### src/design/patan2_pkg.sv
package patan2_pkg;

    localparam int IN_WIDTH_DEF   = 16;
    localparam int ANGLE_FRAC_DEF = 13;

    localparam int RATIO_BITS = 16;
    localparam int C_BITS     = RATIO_BITS + 1;
    localparam int SQ_W       = 2 * C_BITS;
    localparam int ANGLE_W    = 16;
    localparam int T_W        = 20;
    localparam int P_W        = T_W + C_BITS + 1;
    localparam int ROUND_HALF = 1 << (RATIO_BITS - 1);

    localparam logic [63:0] PI_Q30 = 64'd3373259426;

    localparam logic signed [T_W-1:0] COEF_P1 = T_W'(65522);
    localparam logic signed [T_W-1:0] COEF_P3 = T_W'(-21352);
    localparam logic signed [T_W-1:0] COEF_P5 = T_W'(10196);
    localparam logic signed [T_W-1:0] COEF_P7 = T_W'(-2905);

    typedef struct packed {
        logic zero;
        logic steep;
        logic neg_x;
        logic neg_y;
    } t_flags;

    // pi * 2^(frac + extra), rounded
    function automatic logic [63:0] pi_scaled(input int frac, input int extra);
        int sh;
        sh = 30 - frac - extra;
        return (PI_Q30 + (64'd1 << (sh - 1))) >> sh;
    endfunction

    // shift right by RATIO_BITS, half away from zero
    function automatic logic signed [T_W-1:0] rnd_q16(input logic signed [P_W-1:0] v);
        logic signed [P_W-1:0] s;
        s = v + (v[P_W-1] ? P_W'(ROUND_HALF - 1) : P_W'(ROUND_HALF));
        return T_W'(s >>> RATIO_BITS);
    endfunction

    function automatic logic signed [P_W-1:0] mul_tc(input logic signed [T_W-1:0] t,
                                                      input logic [C_BITS-1:0] c);
        logic signed [P_W-1:0] a;
        logic signed [P_W-1:0] b;
        a = P_W'(t);
        b = P_W'({1'b0, c});
        return a * b;
    endfunction

endpackage

### src/design/patan2_poly.sv
module patan2_poly (
    input  logic                            i_clk,
    input  logic                            i_rst_n,
    input  logic                            i_valid,
    output logic                            o_ready,
    input  logic [patan2_pkg::C_BITS-1:0]   i_ratio,
    input  patan2_pkg::t_flags              i_flags,
    output logic                            o_valid,
    input  logic                            i_ready,
    output logic [patan2_pkg::C_BITS-1:0]   o_oct,
    output patan2_pkg::t_flags              o_flags
);
    import patan2_pkg::*;

    localparam int NST = 10;

    logic [NST-1:0]    r_v;
    logic [NST:0]      w_en;
    t_flags            r_flg [0:NST-1];
    logic [C_BITS-1:0] r_c   [0:7];
    logic [C_BITS-1:0] r_c2  [1:5];

    logic [SQ_W-1:0]          r_sq;
    logic signed [P_W-1:0]    r_p2, r_p4, r_p6, r_p8;
    logic signed [T_W-1:0]    r_t3, r_t5, r_t7;
    logic [C_BITS-1:0]        r_oct;

    logic [SQ_W-1:0]       n_ce;
    logic [SQ_W:0]         n_sq;
    logic signed [T_W-1:0] n_r8;

    always_comb begin
        n_ce = SQ_W'(i_ratio);
        n_sq = {1'b0, r_sq} + (SQ_W+1)'(ROUND_HALF);
        n_r8 = rnd_q16(r_p8);
    end

    always_comb begin
        w_en[NST] = i_ready;
        for (int k = NST - 1; k >= 0; k--) begin
            w_en[k] = !r_v[k] || w_en[k+1];
        end
    end

    always_ff @(posedge i_clk) begin
        if (!i_rst_n) begin
            r_v <= '0;
        end else begin
            if (w_en[0]) begin
                r_v[0] <= i_valid;
            end
            for (int k = 1; k < NST; k++) begin
                if (w_en[k]) begin
                    r_v[k] <= r_v[k-1];
                end
            end
        end
    end

    always_ff @(posedge i_clk) begin
        if (w_en[0]) begin
            r_sq     <= n_ce * n_ce;
            r_c[0]   <= i_ratio;
            r_flg[0] <= i_flags;
        end
        for (int k = 1; k < NST; k++) begin
            if (w_en[k]) begin
                r_flg[k] <= r_flg[k-1];
            end
        end
        for (int k = 1; k < 8; k++) begin
            if (w_en[k]) begin
                r_c[k] <= r_c[k-1];
            end
        end
        for (int k = 2; k < 6; k++) begin
            if (w_en[k]) begin
                r_c2[k] <= r_c2[k-1];
            end
        end
        if (w_en[1]) begin
            r_c2[1] <= n_sq[RATIO_BITS +: C_BITS];
        end
        if (w_en[2]) begin
            r_p2 <= mul_tc(COEF_P7, r_c2[1]);
        end
        if (w_en[3]) begin
            r_t3 <= rnd_q16(r_p2) + COEF_P5;
        end
        if (w_en[4]) begin
            r_p4 <= mul_tc(r_t3, r_c2[3]);
        end
        if (w_en[5]) begin
            r_t5 <= rnd_q16(r_p4) + COEF_P3;
        end
        if (w_en[6]) begin
            r_p6 <= mul_tc(r_t5, r_c2[5]);
        end
        if (w_en[7]) begin
            r_t7 <= rnd_q16(r_p6) + COEF_P1;
        end
        if (w_en[8]) begin
            r_p8 <= mul_tc(r_t7, r_c[7]);
        end
        if (w_en[9]) begin
            r_oct <= n_r8[T_W-1] ? '0 : n_r8[C_BITS-1:0];
        end
    end

    assign o_ready = w_en[0];
    assign o_valid = r_v[NST-1];
    assign o_oct   = r_oct;
    assign o_flags = r_flg[NST-1];

endmodule

### config.mk
export PLATFORM = sky130hd
export DESIGN_NAME = patan2_poly
export DESIGN_NICKNAME = d
export VERILOG_FILES = /design/src/design/patan2_pkg.sv /design/src/design/patan2_poly.sv
export SDC_FILE = /design/constraint.sdc
export NUM_CORES = 2
export LEC_CHECK = 0
export BUFFER_PORTS_ARGS = -buffer_cell sky130_fd_sc_hd__buf_4
export CORE_MARGIN = 1
export CORE_UTILIZATION = 59
export DETAILED_ROUTE_END_ITERATION = 8
export HOLD_SLACK_MARGIN = 0.08
export PLACE_DENSITY = 0.75
export SLEW_MARGIN = 20
export SYNTH_ARGS = -nofsm -noshare
export SYNTH_HDL_FRONTEND = slang
export SYNTH_SLANG_ARGS = --single-unit
### constraint.sdc
create_clock -name i_clk -period 8.9 [get_ports i_clk]
set_input_delay 1.335 -clock i_clk [delete_from_list [all_inputs] [get_ports i_clk]]
set_output_delay 1.335 -clock i_clk [all_outputs]
set_load 0.01 [all_outputs]
==> summary.txt <==
Run status
  – Status: completed

Global route
  – Pin count of the biggest net entering global routing: 72
  – Gr ovfl total: 0
  – Vias in the first global route: 48000
  – Total global routing track utilization: 0.251
  – First-pass GRT wire length: 236000 um
  – Initial antenna violation count: 0

Cells and area
  – Antenna cells: 0
  – Number of nets in the layout: 8409
  – Layout cells sized above 1: 0.0279
  – Non-filler cells, final: 8068
  – Area delta synth->final: 5.07%

Logic synthesis
  – Yosys warns: 0
  – Syn Area/Cell: 10.4 sq um
  – Sequential share of the synthesized area: 0.222
  – Syn Inst Count: between 6000 and 7000
  – Synth Area in Adders: 0.483
  – Mapped Area: 0.0682 sq mm
  – Mux share of post-synthesis cell area: 0.00110
  – Main area contributors after synthesis: fa_1, edfxtp_1, ha_1, inv_1, and2_1
  – Post-synth EDFFs: approximately 500
  – Largest family of logic cells by synthesized area: adder cells
  – Post-Synth XOR/XNOR Area: 0.0322
  – Share of Yosys cell area claimed by the top area cell type: 0.374
  – Leading area contributor after synthesis: fa_1
  – Distinct cells, synth: 74
  – Ys async rst share: 0
  – Post-synthesis compound-gate area fraction: 0.0443
  – Ys flop type: edfxtp_1
  – Post-synth net total: 8474
  – Simple-gate share of the synthesized area: 0.114
  – FF+latch count, synth: 507

Critical path
  – Type of the worst setup path: primary input to register
  – CP top delay family: adder cells
  – CP max-delay cell: a21boi_0
  – Worst Path Buf+Inv: 6
  – Arr. time, crit path: a little under 8000 ps
  – Setup crit start kind: primary input
  – Slowest stage delay, CP: 540 ps
  – Largest fanout on the critical path: 13
  – Crit end category: register
  – CP Cell Sequence: buf_4 -> inv_1 -> nor2_1 -> fa_1 -> inv_1 -> fa_1 -> fa_1 -> inv_1 -> fa_1 -> fa_1 -> inv_1 -> fa_1 -> inv_1 -> ha_1 -> a21o_1 -> a21oi_1 -> a31o_2 -> a31oi_1 -> a21boi_0 -> o21ai_1 -> a221o_1 -> a211oi_2 -> o21bai_1 -> xnor2_1
  – CP required: 9280 ps
  – Worst path most repeated cell: fa_1

STA
  – Unrepaired setup endpoints after global routing: no
  – Setup TNS: 0 ps
  – Slew @ Worst Pin: 1030 ps
  – Final Worst Setup Slack: 1520 ps
  – Final count of negative-setup-slack endpoints: 0
  – Final clock skew: 58.8 ps
  – Final min period: 7380 ps
  – Slew HR: 0.315
  – Fmax: 135 MHz
  – Final period util: 0.830
  – Fin. Hold Viols: 0
  – Slew Limit Fails: 0

Job
  – MaxCap Viol Count: 0

Die
  – Ports: 48
  – Core area: 0.115 sq mm
  – Initial core utilization: 0.596
  – FP Rows: 124
  – Die X: approximately 340 um
  – Die area: 0.117 sq mm
  – Die Y-Extent: 342 um

Place
  – Pre-CTS setup slack: 889 ps
  – Port bufs: 47
  – Gpl congestion: 0.871
  – Dpl hpwl: around 110000 um
  – Cell total after placement: 7970

Clock tree
  – CTS resizes: 0
  – Total CTS buffers: 53
  – Hold Buf Count CTS: 0
  – Worst-Skew Late Latency: approximately 660 ps
  – Bufs on Longest Clock Path: 3
  – Clock root buffer: clkbuf_16
  – Postcts setup bufs: 0
  – CTS H-tree lvls: 2
  – Num Clock Sinks: between 500 and 600
  – CTS tree: built
  – Worst-path clk slew: around 60 ps

Worst hold path
  – Hold WC Path Type: register to register

Detailed routing
  – Routed Antenna Nets: 0
  – Via Count: between 40000 and 50000
  – Drt pass-1 iters: 6
  – Vias per std cell: 5.38
  – DRC Markers: 0
  – DRT Wirelength: 138000 um
  – DRT iter0 DRCs: 2663
  – Wire length per cell: ~17 um
==> layer usage <==
layer	share of wire	global-route usage
met5	0	0
met4	0.029	0.0701
met2	0.50	0.438
met3	0.051	0.0296
met1	0.42	0.332
==> cell usage in the layout, fill, tap and decap left out, types with 34 or more instances in the layout <==
cell type	n
a21o_1	67
a21oi_1	127
and2_1	496
buf_4	69
clkbuf_16	53
edfxtp_1	497
fa_1	1275
ha_1	596
inv_1	1681
nand2_1	763
nand3_1	43
nor2_1	130
nor2b_1	34
o21a_1	35
o21ai_0	72
xnor2_1	186
xor2_1	63
==> through the flow <==
stage,area [sq um],hold slack [ps],utilization
detailed placement,70000,405,0.611
global placement,70000,400,0.611
global route,71700,393,0.626
finish,71700,398,0.626
floorplan,68200,400,-
CTS,71700,398,0.626
==> registers in the layout, summed over array words and instances (netlist names) <==
signal / count
r_p8: 37
r_t7: 20
r_flg: 40
r_c2: 84
r_p2: 31
r_c: 135
r_p6: 37
r_sq: 19
r_t3: 20
r_p4: 37
o_oct: 17
r_t5: 20
r_v: 10
==> worst paths after layout <==
path / start / end / slack [ps] / cells past startpoint
max: i_ratio[11] / r_sq[32]$_DFFE_PP_ / 1520 / 24
min: r_c[1][34]$_DFFE_PP_ / r_c[1][51]$_DFFE_PP_ / 400 / 0
max reg2reg: r_c[1][54]$_DFFE_PP_ / r_p8[37]$_DFFE_PP_ / 1540 / 21
min reg2reg: r_c[1][34]$_DFFE_PP_ / r_c[1][51]$_DFFE_PP_ / 400 / 0
==> cell usage after synthesis, drive strengths merged, types with 67 or more instances <==
library cell / instances
inv: 1687
a21oi: 128
ha: 596
and2: 496
nand2: 765
o21ai: 76
fa: 1275
a21o: 67
clkbuf: 185
nor2: 130
xnor2: 186
edfxtp: 497
==> area by class of cell <==
class                      count  area (sq um)
multi-input combinational   4195         46100
fill                        9071         42800
sequential                   507         15100
inverter                    1687          6330
tap                         1512          1890
clock buffer                  57          1340
timing repair buffer          69           518
clock inverter                41           409
==> cell families after synthesis <==
family	after synthesis
flip-flops	507
buffers and inverters	1876
AO/OA/AOI/OAI	455
AND/OR/NAND/NOR	1612
multiplexers	7
adder cells (fa/ha/maj)	1871
XOR/XNOR	250
Power is not shown: default switching activity piles up to over one toggle a cycle in this logic, so the estimate is an artifact.
