$ cat src/design/patan2_pkg.sv
package patan2_pkg;

    localparam int IN_WIDTH_DEF   = 16;
    localparam int ANGLE_FRAC_DEF = 13;

    localparam int RATIO_BITS = 16;
    localparam int C_BITS     = RATIO_BITS + 1;
    localparam int SQ_W       = 2 * C_BITS;
    localparam int ANGLE_W    = 16;
    localparam int T_W        = 20;
    localparam int P_W        = T_W + C_BITS + 1;
    localparam int ROUND_HALF = 1 << (RATIO_BITS - 1);

    localparam logic [63:0] PI_Q30 = 64'd3373259426;

    localparam logic signed [T_W-1:0] COEF_P1 = T_W'(65522);
    localparam logic signed [T_W-1:0] COEF_P3 = T_W'(-21352);
    localparam logic signed [T_W-1:0] COEF_P5 = T_W'(10196);
    localparam logic signed [T_W-1:0] COEF_P7 = T_W'(-2905);

    typedef struct packed {
        logic zero;
        logic steep;
        logic neg_x;
        logic neg_y;
    } t_flags;

    // pi * 2^(frac + extra), rounded
    function automatic logic [63:0] pi_scaled(input int frac, input int extra);
        int sh;
        sh = 30 - frac - extra;
        return (PI_Q30 + (64'd1 << (sh - 1))) >> sh;
    endfunction

    // shift right by RATIO_BITS, half away from zero
    function automatic logic signed [T_W-1:0] rnd_q16(input logic signed [P_W-1:0] v);
        logic signed [P_W-1:0] s;
        s = v + (v[P_W-1] ? P_W'(ROUND_HALF - 1) : P_W'(ROUND_HALF));
        return T_W'(s >>> RATIO_BITS);
    endfunction

    function automatic logic signed [P_W-1:0] mul_tc(input logic signed [T_W-1:0] t,
                                                      input logic [C_BITS-1:0] c);
        logic signed [P_W-1:0] a;
        logic signed [P_W-1:0] b;
        a = P_W'(t);
        b = P_W'({1'b0, c});
        return a * b;
    endfunction

endpackage

$ cat src/design/patan2_div.sv
module patan2_div #(
    parameter int IN_W = patan2_pkg::IN_WIDTH_DEF
) (
    input  logic                            i_clk,
    input  logic                            i_rst_n,
    input  logic                            i_valid,
    output logic                            o_ready,
    input  logic signed [IN_W-1:0]          i_vec_y,
    input  logic signed [IN_W-1:0]          i_vec_x,
    output logic                            o_valid,
    input  logic                            i_ready,
    output logic [patan2_pkg::C_BITS-1:0]   o_ratio,
    output patan2_pkg::t_flags              o_flags
);
    import patan2_pkg::*;

    localparam int NS = C_BITS;
    localparam int NW = IN_W + C_BITS;

    logic [IN_W-1:0]   r_rem [0:NS];
    logic [C_BITS-1:0] r_low [0:NS];
    logic [IN_W-1:0]   r_mx  [0:NS-1];
    t_flags            r_flg [0:NS];
    logic [NS:0]       r_v;
    logic [NS+1:0]     w_en;

    logic [IN_W-1:0] ay, ax, mn, mx;
    logic            steep;
    logic [NW-1:0]   num;

    always_comb begin
        ay    = i_vec_y[IN_W-1] ? (~i_vec_y + 1'b1) : i_vec_y;
        ax    = i_vec_x[IN_W-1] ? (~i_vec_x + 1'b1) : i_vec_x;
        steep = ay > ax;
        mn    = steep ? ax : ay;
        mx    = steep ? ay : ax;
        num   = NW'({mn, {RATIO_BITS{1'b0}}}) + NW'(mx >> 1);
    end

    always_comb begin
        w_en[NS+1] = i_ready;
        for (int k = NS; k >= 0; k--) begin
            w_en[k] = !r_v[k] || w_en[k+1];
        end
    end

    always_ff @(posedge i_clk) begin
        if (!i_rst_n) begin
            r_v <= '0;
        end else begin
            if (w_en[0]) begin
                r_v[0] <= i_valid;
            end
            for (int k = 1; k <= NS; k++) begin
                if (w_en[k]) begin
                    r_v[k] <= r_v[k-1];
                end
            end
        end
    end

    always_ff @(posedge i_clk) begin
        if (w_en[0]) begin
            r_rem[0]       <= num[NW-1:C_BITS];
            r_low[0]       <= num[C_BITS-1:0];
            r_mx[0]        <= mx;
            r_flg[0].zero  <= (ax == '0) && (ay == '0);
            r_flg[0].steep <= steep;
            r_flg[0].neg_x <= i_vec_x[IN_W-1];
            r_flg[0].neg_y <= i_vec_y[IN_W-1];
        end
    end

    // one restoring step per stage; quotient bits shift into the low word
    for (genvar k = 1; k <= NS; k++) begin : g_step
        logic [IN_W:0]     trial;
        logic [IN_W:0]     diff;
        logic              ge;
        logic [IN_W-1:0]   n_rem;
        logic [C_BITS-1:0] n_low;

        always_comb begin
            trial = {r_rem[k-1], r_low[k-1][C_BITS-1]};
            diff  = trial - {1'b0, r_mx[k-1]};
            ge    = trial >= {1'b0, r_mx[k-1]};
            n_rem = ge ? diff[IN_W-1:0] : trial[IN_W-1:0];
            n_low = {r_low[k-1][C_BITS-2:0], ge};
        end

        always_ff @(posedge i_clk) begin
            if (w_en[k]) begin
                r_rem[k] <= n_rem;
                r_low[k] <= n_low;
                r_flg[k] <= r_flg[k-1];
            end
        end

        if (k < NS) begin : g_mx
            always_ff @(posedge i_clk) begin
                if (w_en[k]) begin
                    r_mx[k] <= r_mx[k-1];
                end
            end
        end
    end

    assign o_ready = w_en[0];
    assign o_valid = r_v[NS];
    assign o_ratio = r_low[NS];
    assign o_flags = r_flg[NS];

`ifndef SYNTH
    a_ratio_bound: assert property (@(posedge i_clk) disable iff (!i_rst_n)
        r_v[NS] && !r_flg[NS].zero |-> r_low[NS] <= C_BITS'(1 << RATIO_BITS))
        else $error("ratio above one");

    a_stall_hold: assert property (@(posedge i_clk) disable iff (!i_rst_n)
        r_v[NS] && !i_ready |=> r_v[NS] && $stable(r_low[NS]) && $stable(r_flg[NS]))
        else $error("divider output changed while stalled");
`endif

endmodule

$ cat config.mk
export PLATFORM = sky130hd
export DESIGN_NAME = patan2_div
export DESIGN_NICKNAME = d
export VERILOG_FILES = /design/src/design/patan2_pkg.sv /design/src/design/patan2_div.sv
export SDC_FILE = /design/constraint.sdc
export NUM_CORES = 1
export LEC_CHECK = 0
export BUFFER_PORTS_ARGS = -buffer_cell sky130_fd_sc_hd__buf_2
export CAP_MARGIN = 10
export CORE_ASPECT_RATIO = 1.5
export CORE_UTILIZATION = 24
export CTS_CLUSTER_DIAMETER = 120
export CTS_CLUSTER_SIZE = 25
export DETAILED_ROUTE_END_ITERATION = 10
export PLACE_DENSITY = 0.39
export RECOVER_POWER = 50
export SLEW_MARGIN = 20
export SYNTH_ARGS = -nofsm -noshare
export SYNTH_HDL_FRONTEND = slang
export SYNTH_SLANG_ARGS = --single-unit
export TNS_END_PERCENT = 30
$ cat constraint.sdc
create_clock -name i_clk -period 4.4 [get_ports i_clk]
set_input_delay 0.88 -clock i_clk [delete_from_list [all_inputs] [get_ports i_clk]]
set_output_delay 0.88 -clock i_clk [all_outputs]
set_load 0.1 [all_outputs]
==> summary.md, run 1 <==
| Metric | Value |
|---|---|
| CTS Buf Count | 38 |
| Die area | 173000 µm² |
| Synth Area in Simple Gates | 7.65% |
| Port buffer count | 58 |
| Rows | 185 |
| First-pass DRT Iterations | 5 |
| CTS tree | yes |
| Total Wirelength | 99.5 mm |
| Seq cells post-synth | 787 |
| Worst skew pair latency | 0.66 ns |
| Crit. End Element | primary output |
| Synth Area in XOR/XNOR | 3.99% |
| Multiplexer share of the synthesized area | 5.33% |
| Final nets | 3718 |
| Final setup TNS | 0 ns |
| Kind of critical path | reg2out |
| Worst EP arrival | 3.26 ns |
| Clock skew | 0.0648 ns |
| Ports | 59 |
| Fin. max-slew vios | 230 |
| # fillers | 17548 |
| Status | finished, violations left |
| Largest net degree at the start of global routing | 52 |
| Crit path time final | 4.14 ns |
| Slew margin rel. | -56.0% |
| First-pass GRT wire length | 152 mm |
| Initial core utilization | 24.2% |
| Via count | 24719 |
| H-tree levels | 2 |
| Setup Buffers After CTS | 0 |
| Final std cells w/o fill | 5642 |
| Post-route ant nets | 0 |
| Antenna violations before repair | 1 |
| Synth Cell Area | 41100 µm² |
| Synth-to-layout area growth | 10.9% |
| Endpoints failing setup | 0 |
| CTS clk-pin slew, worst paths | 0.09 ns |
| Post-synth ARST share | 0% |
| Critical path required time | 3.52 ns |
| Max_cap viols | 5 |
| WL/cell | 17.6 µm |
| F_max | 242 MHz |
| DRC violations left | 0 |
| Most frequent cells in the layout | 769 x edfxtp_1, 365 x inv_1, 290 x ha_1 |
| Die X | 340 µm |
| Max incr delay on CP | 0.35 ns |
| Die Ht | 509 µm |
| Library cells used by synthesis | 71 |
| Post-Synth Adder-Cell Area | 9.62% |
| Worst vdd ir | 0.341 mV |
| Primary FF master, synth | edfxtp_1 |
| EDFF count, synth | 769 |
| Grt total ovfl | 0 |
| YS warnings | 0 |
| Hold-fix buffers at CTS | 0 |
| Root buf cell | clkbuf_16 |
| Hold Path Class | reg2reg |
| Pwr dens | 791 nW/µm² |
| Clock sinks | 787 |
| Commonest non-fill, non-tap cell in the layout | edfxtp_1 |
| Slowest cell on crit path | dfxtp_1 |
| RSZ-0062 raised after global routing | false |
| GR Util All Layers | 11.4% |
| Fin crit share | 94.1% |
| Post-synthesis sequential area ratio | 57.1% |
| Cell count after synthesis | 3279 |
| Core area | 170000 µm² |
| Vias in the first global route | 26522 |
| Syn Area/Cell | 12.5 µm² |
| Final Hold Fails | 0 |
| Failing checks | max-capacitance violations, max-slew violations |
| Crit-path cells | nor2b_4, clkinvlp_4, nor3_4, and3_1, and3_1, and2_1, and4_1, clkinvlp_4, buf_2 |
| CTS resizes | 0 |
| Leak pwr | 17.8 nW |
| CP delay by family, top | simple AND/OR/NAND/NOR gates |
| Clk buf depth | 3 |
| Placer Congestion | 0.788 |
| Main combinational cell family by area after synthesis | compound AO/OA/AOI/OAI gates |
| Post-DR vias/cell | 4.38 |
| CP startpoint kind | register |
| Post-placement cell count | 5580 |
| Syn_nets | 3621 |
| Buf/Inv on CP | 3 |
| Critical Path Fanout Max | 6 |
| Post-DP HPWL | 80.5 mm |
| Post-synthesis compound-gate area fraction | 12.4% |
| Worst-margin pin slew | 2.34 ns |
| Number of DRC markers in iteration 0 | 988 |
| Share of layout cells above drive strength 1 | 9.36% |
==> sequential cells by signal (all words and copies together) (netlist names) <==
name and count:
r_rem 271, r_mx 235, r_low 191, r_flg 72, r_v 18
==> where the power goes <==
| group | internal (W) | leakage (nW) | total [W] | switching (W) |
|---|---|---|---|---|
| logic | 0.00827 | 9.05 | 0.0184 | 0.0102 |
| registers | 0.0120 | 8.17 | 0.0134 | 0.00140 |
| clock network | 0.00166 | 0.538 | 0.00416 | 0.00249 |
==> per-layer routing <==
metal  share of wire [%]  global-route usage [%]  vias up
met5                   0                       0        -
met4                 4.9                    5.62        0
met3                 1.6                    1.19      148
met2                  62                    25.8      219
met1                  31                    9.17    11964
li1                    -                       -    12388
==> synthesized netlist by cell type, types with 70 or more instances <==
cell type | count | area, µm²
xnor2_1 | 117 | 1020
mux2_2 | 140 | 1580
o21a_1 | 81 | 608
ha_1 | 290 | 3630
nand2_1 | 138 | 518
inv_1 | 370 | 1390
o21ai_0 | 169 | 846
nor2_1 | 131 | 492
a21oi_1 | 164 | 821
edfxtp_1 | 769 | 23100
xor2_1 | 70 | 613
a21o_1 | 83 | 623
==> final timing paths <==
check	cells after the start	slack, ns	startpoint	to
max	9	0.26	r_v[17]	o_ready
min	0	0.40	r_low[8][5]	r_low[9][6]
max reg2reg	11	0.95	r_mx[6][11]	r_rem[7][14]
min reg2reg	0	0.40	r_low[8][5]	r_low[9][6]
==> area by class of cell <==
class	count	area, µm²	share of cell area [%]
diodes	1	2.50	0.00550
multi-input cells	2070	16100	35.3
inverters	370	1400	3.07
clock inverters	8	106	0.234
flip-flops and latches	787	23500	51.5
repair buffers	109	668	1.47
clock buffers	53	1010	2.21
well taps	2244	2810	6.17
==> cells by family after synthesis <==
group | count (synthesis)
compound gates | 768
xor+xnor | 187
flops | 787
buf+inv | 422
mux | 201
simple gates | 608
fa+ha+maj | 306
==> per-stage QoR <==
step	cell area (µm²)	power (W)	setup slack, ns	utilization, %	hold slack [ns]
CTS	45600	0.0367	0.191	26.9	0.404
detailed placement	44500	0.0323	0.134	26.2	0.405
floorplan	41100	0.0270	0.0261	-	0.400
global placement	44500	0.0323	0.162	26.2	0.401
finish	45500	0.0360	0.261	26.8	0.404
global route	45500	0.0388	0.0705	26.8	0.420
(Power assumes the default switching activity.)
==> inputs of run 2 (changes only) <==
- CORE_UTILIZATION: 24 -> 58
- PLACE_DENSITY: 0.39 -> 0.77
==> run 2 against run 1 <==
  * The flow still finishes with violations (max-capacitance violations, max-slew violations)
  * Largest power group unchanged
  * Clock skew is 0.046 ns lower
  * Sequential share of layout area is 2.1 points higher
  * Combinational power hardly changed
==> summary.md, run 2 (synthesis gave the netlist of run 1 again) <==
| Metric | Value |
|---|---|
| Clock sinks | 787 (unchanged) |
| Ports | 59 (unchanged) |
| M1 GR Usage | 24.8% (+16 points) |
| First-pass GRT wire length | 140 mm (-8.1%) |
| Post-DP HPWL | 70.3 mm (-13%) |
| Worst-margin pin slew | 2.84 ns (+0.497 ns) |
| Crit. End Element | primary output |
| Status | finished, violations left |
| Worst EP arrival | 3.20 ns (-0.06 ns) |
| Dpl ws | 0.122 ns (-0.0124 ns) |
| Post-placement cell count | 4233 (-24%) |
| Fin. max-slew vios | 242 (+5.2%) |
| CTS resizes | 0 (unchanged) |
| Post-DR vias/cell | 5.99 (+37%) |
| Die X | 219 µm (-35%) |
| Switch share | 38.8% (-0.18 points) |
| Total Wirelength | 89.8 mm (-9.8%) |
| Placer Congestion | 0.881 (+12%) |
| Fin crit share | 92.7% (-1.3 points) |
| Hold Path Class | reg2reg |
| Met2 Usage GRT | 50.2% (+24 points) |
| DRC violations left | 0 (unchanged) |
| Clk network pwr share | 10.9% (-0.6 points) |
| Root buf cell | clkbuf_16 |
| First-pass DRT Iterations | 6 (+1) |
| Initial core utilization | 58.5% (+34 points) |
| Vias in the first global route | 26520 (-0.0075%) |
| Port buffer count | 58 (unchanged) |
| WL/cell | 20.9 µm (+19%) |
| Share of layout cells above drive strength 1 | 9.43% (+0.068 points) |
| Final Hold Fails | 0 (unchanged) |
| Final core utilization | 62.4% (+36 points) |
| Grt total ovfl | 0 (unchanged) |
| Leak pwr | 17.7 nW (-0.37%) |
| Number of DRC markers in iteration 0 | 1376 (+39%) |
| Slew margin rel. | -89.2% (-33 points) |
| Crit path time final | 4.08 ns (-0.0575 ns) |
| CP startpoint kind | primary input |
| Critical Path Fanout Max | 5 (-1) |
| Number of flip-flops in the largest register | 271 (unchanged) |
| GR Util All Layers | 25.3% (+14 points) |
| F_max | 245 MHz (+1.4%) |
| H-tree levels | 2 (unchanged) |
| Endpoints failing setup | 0 (unchanged) |
| Kind of critical path | in2out |
| Clk buf depth | 3 (unchanged) |
| Critical path required time | 3.52 ns (about the same) |
| Post-route ant nets | 0 (unchanged) |
| Sequential power share | 38.1% (+0.8 points) |
| Clock skew | 0.0191 ns (-0.0457 ns) |
| RSZ-0062 raised after global routing | false |
| Worst skew pair latency | 0.63 ns (-0.03 ns) |
| Commonest non-fill, non-tap cell in the layout | edfxtp_1 |
| # fillers | 5356 (-69%) |
| Via count | 25716 (+4.0%) |
| CTS Buf Count | 37 (-2.6%) |
| Core area | 70100 µm² (-59%) |
| Internal | 0.0219 W (-0.54%) |
| Final nets | 3707 (-0.30%) |
| CTS clk-pin slew, worst paths | 0.09 ns (about the same) |
| Largest Register | r_rem |
| Die area | 71900 µm² (-58%) |
| Most frequent cells in the layout | 769 x edfxtp_1, 365 x inv_1, 290 x ha_1 |
| M3 GR Usage | 2.81% (+1.6 points) |
| Hold-fix buffers at CTS | 0 (unchanged) |
| Global route hottest layer | met2 |
| Final setup TNS | 0 ns (unchanged) |
| Switching pwr | 0.0139 W (-1.3%) |
| Failing checks | max-capacitance violations, max-slew violations |
| Setup Buffers After CTS | 0 (unchanged) |
| Setup ws final | 0.319 ns (+0.0575 ns) |
| Die Ht | 328 µm (-36%) |
| Largest net degree at the start of global routing | 53 (+1.9%) |
| CTS tree | yes |
| Biggest regs | r_rem (271), r_mx (235), r_low (191) |
| Worst vdd ir | 0.652 mV (+91%) |
| Final std cells w/o fill | 4290 (-24%) |
| Pwr dens | 817 nW/µm² (+3.2%) |
| Synth-to-layout area growth | 6.51% |
| Antenna violations before repair | 1 (unchanged) |
| Combinational share of power | 51.0% (about the same) |
| Max_cap viols | 5 (unchanged) |
| Rows | 119 (-36%) |
| Diodes inserted | 0 (-1) |
[run 2: worst paths after layout]
| path | to | from | slack, ns | cells after the start |
|---|---|---|---|---|
| min | r_low[14][3] | r_low[13][2] | 0.42 | 0 |
| max reg2reg | r_rem[7][5] | r_rem[6][8] | 0.97 | 8 |
| min reg2reg | r_low[14][3] | r_low[13][2] | 0.42 | 0 |
| max | o_ready | i_ready | 0.32 | 10 |
[run 2: worst max-delay path, cell delays in order]
cell	delay [ns]
buf_2	0.11
nor2b_4	0.20
clkinvlp_4	0.15
nor3_4	0.26
and3_1	0.22
and3_1	0.20
and2_1	0.26
and4_1	0.39
clkinvlp_4	0.20
buf_2	0.32
[run 2: per-layer routing]
metal / up-vias / wire length [µm]
li1: 12392 / -
met1: 12603 / 31200
met2: 505 / 51000
met3: 216 / 2450
met4: 0 / 5100
met5: - / 0
[run 2: power groups by stage]
stage               Sequential, W  Clock (W)  Combinational [W]
CTS                        0.0136    0.00399             0.0181
floorplan                  0.0133          0             0.0137
global route               0.0138    0.00423             0.0201
detailed placement         0.0138          0             0.0180
finish                     0.0136    0.00390             0.0182
global placement           0.0137          0             0.0174
[run 2: final cells by class]
class                      instances  area (µm²)  share of cell area, %
clock buffer                      53         986                   2.25
clock inverter                     4        82.6                  0.189
inverter                         370        1400                   3.20
multi-input combinational       2070       16100                   36.8
sequential                       787       23500                   53.6
tap                              907        1130                   2.60
timing repair buffer              99         596                   1.36
[run 2: metrics by stage]
stage | area (µm²) | hold slack, ns | total power, W
final | 43700 | 0.419 | 0.0357
after floorplan | 41100 | 0.400 | 0.0270
after detailed placement | 42700 | 0.405 | 0.0317
after global routing | 43700 | 0.427 | 0.0381
after global placement | 42700 | 0.401 | 0.0311
after CTS | 43800 | 0.410 | 0.0357
