==> src/design/patan2_pkg.sv <==
package patan2_pkg;

    localparam int IN_WIDTH_DEF   = 16;
    localparam int ANGLE_FRAC_DEF = 13;

    localparam int RATIO_BITS = 16;
    localparam int C_BITS     = RATIO_BITS + 1;
    localparam int SQ_W       = 2 * C_BITS;
    localparam int ANGLE_W    = 16;
    localparam int T_W        = 20;
    localparam int P_W        = T_W + C_BITS + 1;
    localparam int ROUND_HALF = 1 << (RATIO_BITS - 1);

    localparam logic [63:0] PI_Q30 = 64'd3373259426;

    localparam logic signed [T_W-1:0] COEF_P1 = T_W'(65522);
    localparam logic signed [T_W-1:0] COEF_P3 = T_W'(-21352);
    localparam logic signed [T_W-1:0] COEF_P5 = T_W'(10196);
    localparam logic signed [T_W-1:0] COEF_P7 = T_W'(-2905);

    typedef struct packed {
        logic zero;
        logic steep;
        logic neg_x;
        logic neg_y;
    } t_flags;

    // pi * 2^(frac + extra), rounded
    function automatic logic [63:0] pi_scaled(input int frac, input int extra);
        int sh;
        sh = 30 - frac - extra;
        return (PI_Q30 + (64'd1 << (sh - 1))) >> sh;
    endfunction

    // shift right by RATIO_BITS, half away from zero
    function automatic logic signed [T_W-1:0] rnd_q16(input logic signed [P_W-1:0] v);
        logic signed [P_W-1:0] s;
        s = v + (v[P_W-1] ? P_W'(ROUND_HALF - 1) : P_W'(ROUND_HALF));
        return T_W'(s >>> RATIO_BITS);
    endfunction

    function automatic logic signed [P_W-1:0] mul_tc(input logic signed [T_W-1:0] t,
                                                      input logic [C_BITS-1:0] c);
        logic signed [P_W-1:0] a;
        logic signed [P_W-1:0] b;
        a = P_W'(t);
        b = P_W'({1'b0, c});
        return a * b;
    endfunction

endpackage

==> src/design/patan2_unfold.sv <==
module patan2_unfold #(
    parameter int ANGLE_F = patan2_pkg::ANGLE_FRAC_DEF
) (
    input  logic                            i_clk,
    input  logic                            i_rst_n,
    input  logic                            i_valid,
    output logic                            o_ready,
    input  logic [patan2_pkg::C_BITS-1:0]   i_oct,
    input  patan2_pkg::t_flags              i_flags,
    output logic                            o_valid,
    input  logic                            i_ready,
    output logic [patan2_pkg::ANGLE_W-1:0]  o_angle
);
    import patan2_pkg::*;

    localparam int AW   = ANGLE_F + 4;
    localparam int CV_W = C_BITS + ANGLE_F + 1;

    localparam logic [AW-1:0] HALF_PI = AW'(pi_scaled(ANGLE_F, -1));
    localparam logic [AW-1:0] PI      = AW'(pi_scaled(ANGLE_F, 0));
    localparam logic [AW-1:0] TWO_PI  = AW'(pi_scaled(ANGLE_F, 1));

    logic [1:0]    r_v;
    logic [2:0]    w_en;
    logic [AW-1:0] r_a0;
    t_flags        r_flg0;
    logic [AW-1:0] r_ang;

    logic [CV_W-1:0] n_cv;
    logic [AW-1:0]   n_a0;
    logic [AW-1:0]   n_ax;
    logic [AW-1:0]   n_ang;

    always_comb begin
        n_cv = (CV_W'(i_oct) << ANGLE_F) + CV_W'(ROUND_HALF);
        n_a0 = AW'(n_cv >> RATIO_BITS);
        if (i_flags.steep) begin
            n_a0 = HALF_PI - n_a0;
        end
        n_ax  = r_flg0.neg_x ? (PI - r_a0) : r_a0;
        n_ang = r_flg0.neg_y ? (TWO_PI - n_ax) : n_ax;
        if (r_flg0.zero || n_ang >= TWO_PI) begin
            n_ang = '0;
        end
    end

    always_comb begin
        w_en[2] = i_ready;
        w_en[1] = !r_v[1] || w_en[2];
        w_en[0] = !r_v[0] || w_en[1];
    end

    always_ff @(posedge i_clk) begin
        if (!i_rst_n) begin
            r_v <= '0;
        end else begin
            if (w_en[0]) begin
                r_v[0] <= i_valid;
            end
            if (w_en[1]) begin
                r_v[1] <= r_v[0];
            end
        end
    end

    always_ff @(posedge i_clk) begin
        if (w_en[0]) begin
            r_a0   <= n_a0;
            r_flg0 <= i_flags;
        end
        if (w_en[1]) begin
            r_ang <= n_ang;
        end
    end

    assign o_ready = w_en[0];
    assign o_valid = r_v[1];
    assign o_angle = ANGLE_W'(r_ang);

`ifndef SYNTH
    a_angle_range: assert property (@(posedge i_clk) disable iff (!i_rst_n)
        r_v[1] |-> r_ang < TWO_PI)
        else $error("angle outside one turn");

    a_zero_vector: assert property (@(posedge i_clk) disable iff (!i_rst_n)
        w_en[1] && r_v[0] && r_flg0.zero |=> r_v[1] && r_ang == '0)
        else $error("zero vector gave non-zero angle");
`endif

endmodule

==> config.mk <==
export PLATFORM = sky130hd
export DESIGN_NAME = patan2_unfold
export DESIGN_NICKNAME = d
export VERILOG_FILES = /design/src/design/patan2_pkg.sv /design/src/design/patan2_unfold.sv
export SDC_FILE = /design/constraint.sdc
export NUM_CORES = 1
export LEC_CHECK = 0
export ABC_CLOCK_PERIOD_IN_PS = 4400
export BUFFER_PORTS_ARGS = -buffer_cell sky130_fd_sc_hd__buf_2
export CAP_MARGIN = 0
export CORE_ASPECT_RATIO = 1.75
export CORE_MARGIN = 2
export CORE_UTILIZATION = 30
export CTS_BUF_LIST = sky130_fd_sc_hd__clkbuf_4 sky130_fd_sc_hd__clkbuf_8
export CTS_CLUSTER_SIZE = 8
export DETAILED_ROUTE_END_ITERATION = 16
export PLACE_DENSITY = 0.53
export SYNTH_ARGS = -nofsm -noshare
export SYNTH_HDL_FRONTEND = slang
export SYNTH_SLANG_ARGS = --single-unit
==> constraint.sdc <==
create_clock -name i_clk -period 4.4 [get_ports i_clk]
set_input_delay 0.66 -clock i_clk [delete_from_list [all_inputs] [get_ports i_clk]]
set_output_delay 0.66 -clock i_clk [all_outputs]
set_load 0.005 [all_outputs]
==> results of run 1 <==
==> power groups by stage <==
stage | clock network (mW) | registers, mW | logic [mW]
5_1_grt | 0.382 | 0.513 | 0.529
3_5_place_dp | 0 | 0.511 | 0.477
6_report | 0.353 | 0.503 | 0.474
3_3_place_gp | 0 | 0.510 | 0.472
2_1_floorplan | 0 | 0.482 | 0.390
4_1_cts | 0.367 | 0.503 | 0.478
==> worst paths after layout <==
| path | startpoint | to | slack (ns) | cells after the start |
|---|---|---|---|---|
| max | r_a0[1] | r_ang[4] | 0.54 | 12 |
| min | r_v[0] | r_v[1] | 0.51 | 1 |
| max reg2reg | r_a0[1] | r_ang[4] | 0.54 | 12 |
| min reg2reg | r_v[0] | r_v[1] | 0.51 | 1 |
==> area by class of cell <==
type | instances | area share
Clock inverter | 3 | 0.0170
Timing Repair Buffer | 46 | 0.0641
Tap cell | 132 | 0.0432
Inverter | 14 | 0.0137
Clock buffer | 5 | 0.0180
Sequential cell | 37 | 0.285
Multi-Input combinational cell | 317 | 0.559
==> layer usage <==
layer | up-vias | global-route usage
met5 | - | 0
met4 | 0 | 0.0510
met3 | 8 | 0.0170
met2 | 60 | 0.272
met1 | 1326 | 0.120
li1 | 1500 | -
==> flip-flops by register name, indices dropped and copies added, names as in the netlist <==
signal  cells
r_a0       16
r_ang      16
r_flg0      3
r_v         2
==> logic make-up after synthesis <==
logic type | Yosys count | synth area share
xor+xnor | 49 | 0.131
mux | 8 | 0.0247
compound gates | 100 | 0.224
simple gates | 157 | 0.239
flops | 37 | 0.321
fa+ha+maj | 3 | 0.0111
buf+inv | 35 | 0.0490
==> cell usage after synthesis (all sizes together) (7+ instances only) <==
cell,instances
nor2,37
edfxtp,35
xnor2,27
a21oi,17
clkbuf,12
buf,9
nand3,14
inv,14
nand2,45
nor3,16
xor2,22
o21ai,21
nor3b,8
o211ai,7
==> per-stage QoR <==
| stage | cells | instance area, sq um | hold WS (ns) | worst slack, ns |
|---|---|---|---|---|
| finish | 554 | 3820 | 0.511 | 0.541 |
| global route | 554 | 3820 | 0.518 | 0.277 |
| CTS | 554 | 3820 | 0.515 | 0.545 |
| detailed placement | 546 | 3690 | 0.496 | 0.566 |
| global placement | 546 | 3690 | 0.471 | 0.607 |
| floorplan | 389 | 3390 | 0.463 | 1.12 |
==> results.txt, run 1 <==
----------------------------------------------------
[Setup path]
  Req. time, crit path ... 4.45 ns
  Worst-path cell with the longest stage delay ... sky130_fd_sc_hd__edfxtp_1
  Buffers plus inverters on the worst setup path ... 2
  Arrival time reported for the critical path endpoint ... 3.91 ns
  Class of the most critical setup path ... reg2reg
  CP max FO ... 12
  Critical path launch point type ... register
  Delay-heaviest family, CP ... compound AO/OA/AOI/OAI gates
  Crit. End Element ... register
  Stage delay of the slowest cell on the critical path ... 0.54 ns
  Critical-path cell list ... inv_1 -> ha_1 -> nor2b_1 -> o211ai_1 -> and4b_1 -> o32ai_1 -> nand2_2 -> a211oi_2 -> xor2_2 -> a2111oi_4 -> buf_4 -> nor3b_1

[Power]
  Overall power of the completed layout ... 1.33 mW
  Total power divided by cell area ... 348 nW/um^2
  Share of total power in the clock network ... 0.265
  Combinational power share ... 0.356
  Leakage ... 1.44 nW
  Portion of total power attributed to sequential cells ... 0.378
  Worst IR drop on VDD ... 0.135 mV
  Net switching power of the design ... 452 uW
  Switching part of the total ... 0.340
  Internal ... 878 uW

[Logic synthesis]
  Count of flip-flops with a built-in enable after synthesis ... 35
  Predominant post-synthesis flop cell ... sky130_fd_sc_hd__edfxtp_1
  Synth Cell Area ... 3390 sq um
  Ys Warns ... 0
  Post-synth ARST share ... 0
  Distinct cell type count of the synthesized netlist ... 74
  Register bit count reported by yosys ... 37
  Top cell type by total area after synthesis ... sky130_fd_sc_hd__edfxtp_1
  Syn nets ... 417
  Top cells by area, synth ... sky130_fd_sc_hd__edfxtp_1 (31%), sky130_fd_sc_hd__xnor2_1 (6.7%), sky130_fd_sc_hd__xor2_1 (5.4%)
  Syn_area_per_cell ... 8.73 sq um
  Sequential-to-total area share from yosys stat ... 0.321
  Share of the synthesized area in the top cell type ... 0.310
  Cells after synthesis ... 389

[Timing]
  Clock tree skew after final layout ... 0.00442 ns
  Slew at the pin closest to its max-slew limit ... 0.790 ns
  Final min period ... 3.86 ns
  Hold Fails Final Rpt ... 0
  Max_slew headroom ... 0.472
  Number of pins exceeding their max-slew limit in the final report ... 0
  Unrepaired setup endpoints after global routing ... false
  Count of final setup violators ... 0
  Setup TNS ... 0 ns
  Final critical-path share of the clock period ... 0.877
  FMAX ... 259 MHz

[Clock network]
  Worst-skew pair later-pin latency ... 0.30 ns
  Total CTS buffers ... 5
  Maximum level of the CTS H-tree ... 2
  Setup Buffers After CTS ... 0
  Hold buffers post-CTS ... 0
  Number of gates given a new drive strength after cts ... 0
  Sinks on the clock net ... 37
  Max Buffers Root-to-Sink ... 2
  TritonCTS clock tree ... done
  Reg clk slew, reported paths ... 0.07 ns
  Clk Tree Root Cell ... sky130_fd_sc_hd__clkbuf_8

[Global route]
  Vias in the first global route ... 2779
  First-pass GRT wire length ... 12.7 mm
  Residual overflow from global routing ... 0
  Overall Global Routing Usage ... 0.129
  Pin count of the biggest net entering global routing ... 21
  Initial antenna violation count ... 0

[Floorplan]
  Effective utilization at floorplan ... 0.306
  Y dimension of the die ... 145 um
  Standard cell core area ... 11100 sq um
  Die Footprint ... 12200 sq um
  # IOs ... 43
  Core Rows ... 51
  Die W ... 84.4 um

[Layout]
  Sequential Area ... 1090 sq um
  Number of diodes ... 0
  Commonest non-fill, non-tap cell in the layout ... sky130_fd_sc_hd__nand2_1
  Fraction of final layout cells sized beyond drive strength 1 ... 0.204
  Core utilization of the finished layout ... 0.344
  Area of combinational cells with multiple inputs ... 2140 sq um
  Synthesis-to-finish area growth ... 12.7%
  Number of fill cells ... 1172
  # nets final ... 449
  Leading cell types in the layout, fill and taps excluded ... sky130_fd_sc_hd__nand2_1 (44), sky130_fd_sc_hd__buf_2 (40), sky130_fd_sc_hd__edfxtp_1 (35), sky130_fd_sc_hd__nor2_1 (27), sky130_fd_sc_hd__xnor2_1 (26)

[Drt]
  TritonRoute pass-1 iters ... 6
  Wl on met1 ... 2.81 mm
  Via count of the routed design ... 2894
  Number of design rule violations left after detail routing ... 0
  Met2 layer wire length in the routed design ... 4.44 mm
  Number of antenna-violating nets in the routed design ... 0
  WL per Instance ... 13.7 um
  Iteration-0 DRC Markers ... 111
  Topmost layer with routed signal wires ... met4
  Met3 routed WL ... 224 um
  Via/cell ratio ... 5.22
  Post-Route WL ... 7.61 mm

[Min path]
  HP Class ... reg2reg

[Placed design]
  HPWL after detailed placement ... 6.18 mm
  Routability-driven placement congestion ratio ... 0.862
  Count of buffers inserted at the top-level ports ... 40

[Outcome]
  Status ... complete, no violations

[Flow run]
  Max cap viols ... 0

----------------------------------------------------
Note: power is estimated with default switching activity, not from simulation.
==> inputs of run 2 (changes only) <==
CORE_MARGIN = 3   (was 2)
==> results.txt, run 2 (synthesis results as in run 1) <==
----------------------------------------------------
[Timing]
  Number of pins exceeding their max-slew limit in the final report ... 0 (unchanged)
  Unrepaired setup endpoints after global routing ... false
  Final min period ... 3.86 ns (-0.00297 ns)
  Hold Fails Final Rpt ... 0 (unchanged)
  FMAX ... 259 MHz (about the same)
  Clock tree skew after final layout ... 0.00457 ns (+0.000158 ns)
  Max_slew headroom ... 0.483 (+0.0107)
  Count of final setup violators ... 0 (unchanged)
  Final critical-path share of the clock period ... 0.876 (about the same)
  Setup TNS ... 0 ns (unchanged)
  Slew at the pin closest to its max-slew limit ... 0.774 ns (-0.0160 ns)

[Setup path]
  Class of the most critical setup path ... reg2reg
  Critical-path cell list ... inv_1 -> ha_1 -> nor2b_1 -> o211ai_1 -> and4b_1 -> o32ai_1 -> nand2_2 -> a211oi_2 -> xor2_2 -> a2111oi_4 -> buf_4 -> nor3b_1
  Worst-path cell with the longest stage delay ... sky130_fd_sc_hd__edfxtp_1
  Critical path launch point type ... register
  Arrival time reported for the critical path endpoint ... 3.90 ns (about the same)
  CP max FO ... 12 (unchanged)
  Crit. End Element ... register
  Req. time, crit path ... 4.45 ns (about the same)
  Stage delay of the slowest cell on the critical path ... 0.55 ns (about the same)

[Layout]
  Number of fill cells ... 1153 (-1.6%)
  Post-route cell area ... 3810 sq um (-0.26%)
  Number of diodes ... 0 (unchanged)
  Commonest non-fill, non-tap cell in the layout ... sky130_fd_sc_hd__nand2_1
  Biggest registers after layout ... r_a0: 16 flops, r_ang: 16 flops, r_flg0: 3 flops
  # nets final ... 448 (-0.22%)
  Leading cell types in the layout, fill and taps excluded ... sky130_fd_sc_hd__nand2_1 (44), sky130_fd_sc_hd__buf_2 (40), sky130_fd_sc_hd__edfxtp_1 (35), sky130_fd_sc_hd__nor2_1 (27), sky130_fd_sc_hd__xnor2_1 (26)
  Final std cells w/o fill ... 551 (-0.54%)
  Fraction of final layout cells sized beyond drive strength 1 ... 0.202 (-0.00189)
  Synthesis-to-finish area growth ... 12.4%

[Power]
  Leakage ... 1.44 nW (-0.33%)
  Total power divided by cell area ... 348 nW/um^2 (about the same)
  Worst IR drop on VDD ... 0.151 mV (+12%)

[Drt]
  Post-Route WL ... 7.66 mm (+0.60%)
  Number of antenna-violating nets in the routed design ... 0 (unchanged)
  Met3 routed WL ... 307 um (+37%)
  TritonRoute pass-1 iters ... 4 (-2)
  Wl on met1 ... 2.82 mm (+0.39%)
  Topmost layer with routed signal wires ... met4
  Via count of the routed design ... 2929 (+1.2%)
  WL per Instance ... 13.9 um (+1.2%)
  Iteration-0 DRC Markers ... 213 (+92%)
  Met2 layer wire length in the routed design ... 4.29 mm (-3.5%)
  Via/cell ratio ... 5.32 (+1.8%)
  Number of design rule violations left after detail routing ... 0 (unchanged)

[Global route]
  Residual overflow from global routing ... 0 (unchanged)
  Vias in the first global route ... 2800 (+0.76%)
  First-pass GRT wire length ... 12.8 mm (+0.82%)
  Initial antenna violation count ... 0 (unchanged)
  Overall Global Routing Usage ... 0.124 (-0.00471)
  Pin count of the biggest net entering global routing ... 21 (unchanged)

[Clock network]
  Total CTS buffers ... 5 (unchanged)
  TritonCTS clock tree ... done
  Hold buffers post-CTS ... 0 (unchanged)
  Sinks on the clock net ... 37 (unchanged)
  Max Buffers Root-to-Sink ... 2 (unchanged)
  Clk Tree Root Cell ... sky130_fd_sc_hd__clkbuf_8
  Maximum level of the CTS H-tree ... 2 (unchanged)
  Number of gates given a new drive strength after cts ... 0 (unchanged)
  Worst-skew pair later-pin latency ... 0.30 ns (about the same)
  Reg clk slew, reported paths ... 0.08 ns (about the same)
  Setup Buffers After CTS ... 0 (unchanged)

[Placed design]
  HPWL after detailed placement ... 6.15 mm (-0.49%)
  Count of buffers inserted at the top-level ports ... 40 (unchanged)
  Routability-driven placement congestion ratio ... 0.873 (+1.3%)
  Placed Instances ... 543 (-0.55%)
  Placed inst area ... 3680 sq um (-0.27%)

[Flow run]
  Max cap viols ... 0 (unchanged)

[Floorplan]
  Die Footprint ... 12700 sq um (+3.8%)
  # IOs ... 43 (unchanged)
  Y dimension of the die ... 147 um (+1.4%)
  Die W ... 86.4 um (+2.4%)
  Core Rows ... 50 (-2.0%)
  Effective utilization at floorplan ... 0.312 (+0.00611)
  Standard cell core area ... 10900 sq um (-2.0%)

[Outcome]
  Status ... complete, no violations

[Min path]
  HP Class ... reg2reg

----------------------------------------------------
## run 2: cell types whose count changed in the layout (fill, tap and decap cells not counted)
cell / delta
sky130_fd_sc_hd__buf_4: -1
## run 2: cell type report
cell class | instances | area [sq um] | area share
multi-input cells | 317 | 2140 | 0.560
flip-flops and latches | 37 | 1090 | 0.286
repair buffers | 45 | 238 | 0.0623
well taps | 130 | 163 | 0.0426
clock buffers | 5 | 68.8 | 0.0180
clock inverters | 3 | 65.1 | 0.0171
inverters | 14 | 52.6 | 0.0138
## run 2: critical path: cells and delay by family, from the launching register on
kind                       cells  cell delay, ns
buffers and inverters          2            0.41
xor gates and xnor gates       1            0.17
DFF                            1            0.55
and+or+nand+nor                4            0.89
AOI/OAI and AO/OA              4            1.34
adders and majority gates      1            0.26
## run 2: final timing paths
kind	startpoint	to	slack [ns]	depth (start not counted)
min	r_v[0]	r_v[1]	0.50	1
min reg2reg	r_v[0]	r_v[1]	0.50	1
max	r_a0[1]	r_ang[4]	0.54	12
max reg2reg	r_a0[1]	r_ang[4]	0.54	12
## run 2: layer usage
layer / track usage / vias to the layer above
met5: 0 / -
met1: 0.126 / 1347
met4: 0.0608 / 0
met2: 0.237 / 74
met3: 0.0174 / 19
li1: - / 1489
## run 2: power breakdown
group / total [mW] / switching, mW / internal (mW) / leakage, nW
registers: 0.503 / 0.0545 / 0.449 / 0.404
logic: 0.474 / 0.270 / 0.204 / 0.968
clock network: 0.350 / 0.125 / 0.225 / 0.0681
## run 2: stage by stage
step,hold slack (ns),power (mW),setup slack [ns],util
6_report,0.501,1.33,0.544,0.350
5_1_grt,0.523,1.41,0.184,0.350
4_1_cts,0.502,1.34,0.532,0.350
3_5_place_dp,0.483,0.986,0.559,0.338
3_3_place_gp,0.468,0.981,0.581,0.338
2_1_floorplan,0.463,0.872,1.12,-
==> inputs of run 3 (changes only) <==
ABC_AREA = 1   (was default)
==> results.txt, run 3 <==
----------------------------------------------------
[Timing]
  Number of pins exceeding their max-slew limit in the final report ... 0 (unchanged)
  Final min period ... 3.12 ns (-0.732 ns)
  FMAX ... 320 MHz (+23%)
  Slew at the pin closest to its max-slew limit ... 0.673 ns (-0.101 ns)
  Unrepaired setup endpoints after global routing ... false
  Max_slew headroom ... 0.550 (+0.0676)
  Final critical-path share of the clock period ... 0.710 (-0.166)
  Setup TNS ... 0 ns (unchanged)
  Hold Fails Final Rpt ... 0 (unchanged)
  Clock tree skew after final layout ... 0.00427 ns (-0.000307 ns)
  Count of final setup violators ... 0 (unchanged)

[Logic synthesis]
  Synth Cell Area ... 3360 sq um (-0.92%)
  Share of the synthesized area in the top cell type ... 0.313 (+0.00288)
  Ys Warns ... 0 (unchanged)
  Sequential-to-total area share from yosys stat ... 0.324 (+0.00299)
  Top cell type by total area after synthesis ... sky130_fd_sc_hd__edfxtp_1
  Most used standard cell by instance count after synthesis ... sky130_fd_sc_hd__nand2_1
  Post-synth ARST share ... 0 (unchanged)
  Syn_area_per_cell ... 7.14 sq um (-18%)
  Syn nets ... 499 (+20%)
  Cells after synthesis ... 471 (+21%)
  Distinct cell type count of the synthesized netlist ... 36 (-51%)
  Count of flip-flops with a built-in enable after synthesis ... 35 (unchanged)
  Register bit count reported by yosys ... 37 (unchanged)
  Predominant post-synthesis flop cell ... sky130_fd_sc_hd__edfxtp_1
  Top cells by area, synth ... sky130_fd_sc_hd__edfxtp_1 (31%), sky130_fd_sc_hd__nand2_1 (14%), sky130_fd_sc_hd__inv_1 (7.1%)
  Most frequent cells after synthesis ... sky130_fd_sc_hd__nand2_1 (125), sky130_fd_sc_hd__inv_1 (64), sky130_fd_sc_hd__nor2_1 (44)

[Global route]
  Initial antenna violation count ... 0 (unchanged)
  Residual overflow from global routing ... 0 (unchanged)
  First-pass GRT wire length ... 11.7 mm (-8.5%)
  Pin count of the biggest net entering global routing ... 25 (+19%)
  Overall Global Routing Usage ... 0.115 (-0.00948)
  Vias in the first global route ... 2893 (+3.3%)

[Layout]
  Number of diodes ... 0 (unchanged)
  Area of combinational cells with multiple inputs ... 1900 sq um (-11%)
  Biggest registers after layout ... r_a0: 16 flops, r_ang: 16 flops, r_flg0: 3 flops
  Fraction of final layout cells sized beyond drive strength 1 ... 0.241 (+0.0393)
  Commonest non-fill, non-tap cell in the layout ... sky130_fd_sc_hd__nand2_1
  Synthesis-to-finish area growth ... 12.9%
  # nets final ... 541 (+21%)
  Leading cell types in the layout, fill and taps excluded ... sky130_fd_sc_hd__nand2_1 (125), sky130_fd_sc_hd__inv_1 (64), sky130_fd_sc_hd__nor2_1 (44), sky130_fd_sc_hd__nand3_1 (41), sky130_fd_sc_hd__buf_2 (40)
  Sequential Area ... 1090 sq um (unchanged)
  Number of fill cells ... 1150 (-0.26%)

[Clock network]
  TritonCTS clock tree ... done
  Max Buffers Root-to-Sink ... 2 (unchanged)
  Maximum level of the CTS H-tree ... 2 (unchanged)
  Hold buffers post-CTS ... 0 (unchanged)
  Worst-skew pair later-pin latency ... 0.29 ns (about the same)
  Setup Buffers After CTS ... 0 (unchanged)
  Sinks on the clock net ... 37 (unchanged)
  Number of gates given a new drive strength after cts ... 0 (unchanged)
  Total CTS buffers ... 5 (unchanged)
  Clk Tree Root Cell ... sky130_fd_sc_hd__clkbuf_8
  Reg clk slew, reported paths ... 0.07 ns (about the same)

[Power]
  Worst IR drop on VDD ... 0.122 mV (-19%)
  Overall power of the completed layout ... 1.20 mW (-9.4%)
  Total power divided by cell area ... 317 nW/um^2 (-9.0%)
  Leakage ... 1.87 nW (+30%)

[Placed design]
  Count of buffers inserted at the top-level ports ... 40 (unchanged)
  HPWL after detailed placement ... 5.67 mm (-7.7%)
  Routability-driven placement congestion ratio ... 0.792 (-9.3%)

[Setup path]
  Arrival time reported for the critical path endpoint ... 3.17 ns (-0.73 ns)
  Worst Setup EP ... r_ang[1]
  Worst-path cell with the longest stage delay ... sky130_fd_sc_hd__edfxtp_1
  Cell occurring most often along the worst timing path ... sky130_fd_sc_hd__nand3_1
  End of the worst register-to-register path ... r_ang[1]
  Class of the most critical setup path ... reg2reg
  Reg2Reg Setup Slack ... 1.28 ns (+0.73 ns)
  Path depth of the worst reg2reg path ... 19 (+7)
  CP max FO ... 15 (+3)
  Stage delay of the slowest cell on the critical path ... 0.46 ns (-0.09 ns)
  Critical path launch point type ... register
  Req. time, crit path ... 4.44 ns (about the same)
  Crit. End Element ... register
  Reg-to-Reg Start ... r_a0[0]
  Worst setup path start ... r_a0[0]
  Critical-path cell list ... inv_1 -> ha_1 -> nand2_4 -> nand2_2 -> nand2_2 -> nand3_1 -> nand2_1 -> inv_2 -> nand3_1 -> nor2_1 -> nand3_1 -> nand3_1 -> nand2_1 -> nand2_1 -> nand3_1 -> nor2_1 -> nand2_1 -> nand3_4 -> nor2_1

[Flow run]
  Max cap viols ... 0 (unchanged)

[Outcome]
  Status ... complete, no violations

[Floorplan]
  Standard cell core area ... 10800 sq um (-0.57%)
  # IOs ... 43 (unchanged)
  Die W ... 86.0 um (-0.43%)
  Effective utilization at floorplan ... 0.311 (-0.00109)
  Core Rows ... 50 (unchanged)
  Die Footprint ... 12600 sq um (-0.87%)
  Y dimension of the die ... 146 um (-0.44%)

[Drt]
  TritonRoute pass-1 iters ... 4 (unchanged)
  WL per Instance ... 10.3 um (-26%)
  Iteration-0 DRC Markers ... 84 (-61%)
  Number of design rule violations left after detail routing ... 0 (unchanged)
  Via/cell ratio ... 4.49 (-16%)
  Via count of the routed design ... 2890 (-1.3%)
  Number of antenna-violating nets in the routed design ... 0 (unchanged)
  Post-Route WL ... 6.66 mm (-13%)

[Min path]
  HP Class ... reg2reg

----------------------------------------------------
==> run 3: cell count changes in the layout (fill, tap and decap cells not counted), sizes merged, moves of 8 or more <==
cell / change
xnor2: -19
inv: +66
nand3: +40
nand2: +103
nor2: +27
nor3b: -8
nor3: -11
o21ai: -17
nand4: +10
==> run 3: power by group <==
| group | switching (mW) | internal (mW) |
|---|---|---|
| clock | 0.119 | 0.173 |
| combinational | 0.280 | 0.156 |
| sequential | 0.0318 | 0.444 |
==> run 3: per-stage QoR <==
| step | hold slack [ns] | setup slack, ns | cell area [sq um] | util | cells |
|---|---|---|---|---|---|
| 2_1_floorplan | 0.427 | 1.81 | 3360 | - | 471 |
| 3_3_place_gp | 0.430 | 1.26 | 3690 | 0.341 | 636 |
| 3_5_place_dp | 0.438 | 1.21 | 3690 | 0.341 | 636 |
| 4_1_cts | 0.449 | 1.20 | 3800 | 0.351 | 644 |
| 5_1_grt | 0.485 | 0.801 | 3800 | 0.351 | 644 |
| 6_report | 0.449 | 1.28 | 3800 | 0.351 | 644 |
==> run 3: kinds of logic (layout without fill, tap and decap cells) <==
group	count (synthesis)	count (layout)	share of synthesized area
AND/OR/NAND/NOR	291	291	0.444
buffers and inverters	90	133	0.109
flip-flops	37	37	0.324
XOR/XNOR	28	28	0.0729
AO/OA/AOI/OAI	22	22	0.0379
adder cells (fa/ha/maj)	3	3	0.0112
==> run 3: worst max-delay path, delay by kind of cell, from the launching register on <==
family / cells / cell delay (ns)
and+or+nand+nor: 16 / 1.90
DFF: 1 / 0.46
adders and majority gates: 1 / 0.26
buffers and inverters: 2 / 0.25
==> run 3: worst min path at each step <==
| stage | slack, ns | start | cells after the start | to |
|---|---|---|---|---|
| floorplan | 0.43 | r_v[0] | 2 | r_v[1] |
| global placement | 0.43 | r_v[0] | 2 | r_v[1] |
| detailed placement | 0.44 | r_v[0] | 2 | r_v[1] |
| CTS | 0.45 | r_v[0] | 2 | r_v[1] |
| global route | 0.49 | r_v[0] | 2 | r_v[1] |
| finish | 0.45 | r_v[0] | 2 | r_v[1] |
==> run 3: per-layer routing <==
metal  up-vias  routed length (um)  GRT usage
met5         -                   0          0
met4         0                 165     0.0491
met3         7                 206     0.0181
met2        41                3960      0.237
met1      1266                2330      0.102
li1       1576                   -          -
==> run 3: layout make-up <==
cell class / instances / area share
clock buffer: 6 / 0.0201
clock inverter: 2 / 0.00890
inverter: 83 / 0.0827
multi-input combinational: 344 / 0.501
sequential: 37 / 0.287
tap: 130 / 0.0428
timing repair buffer: 42 / 0.0567
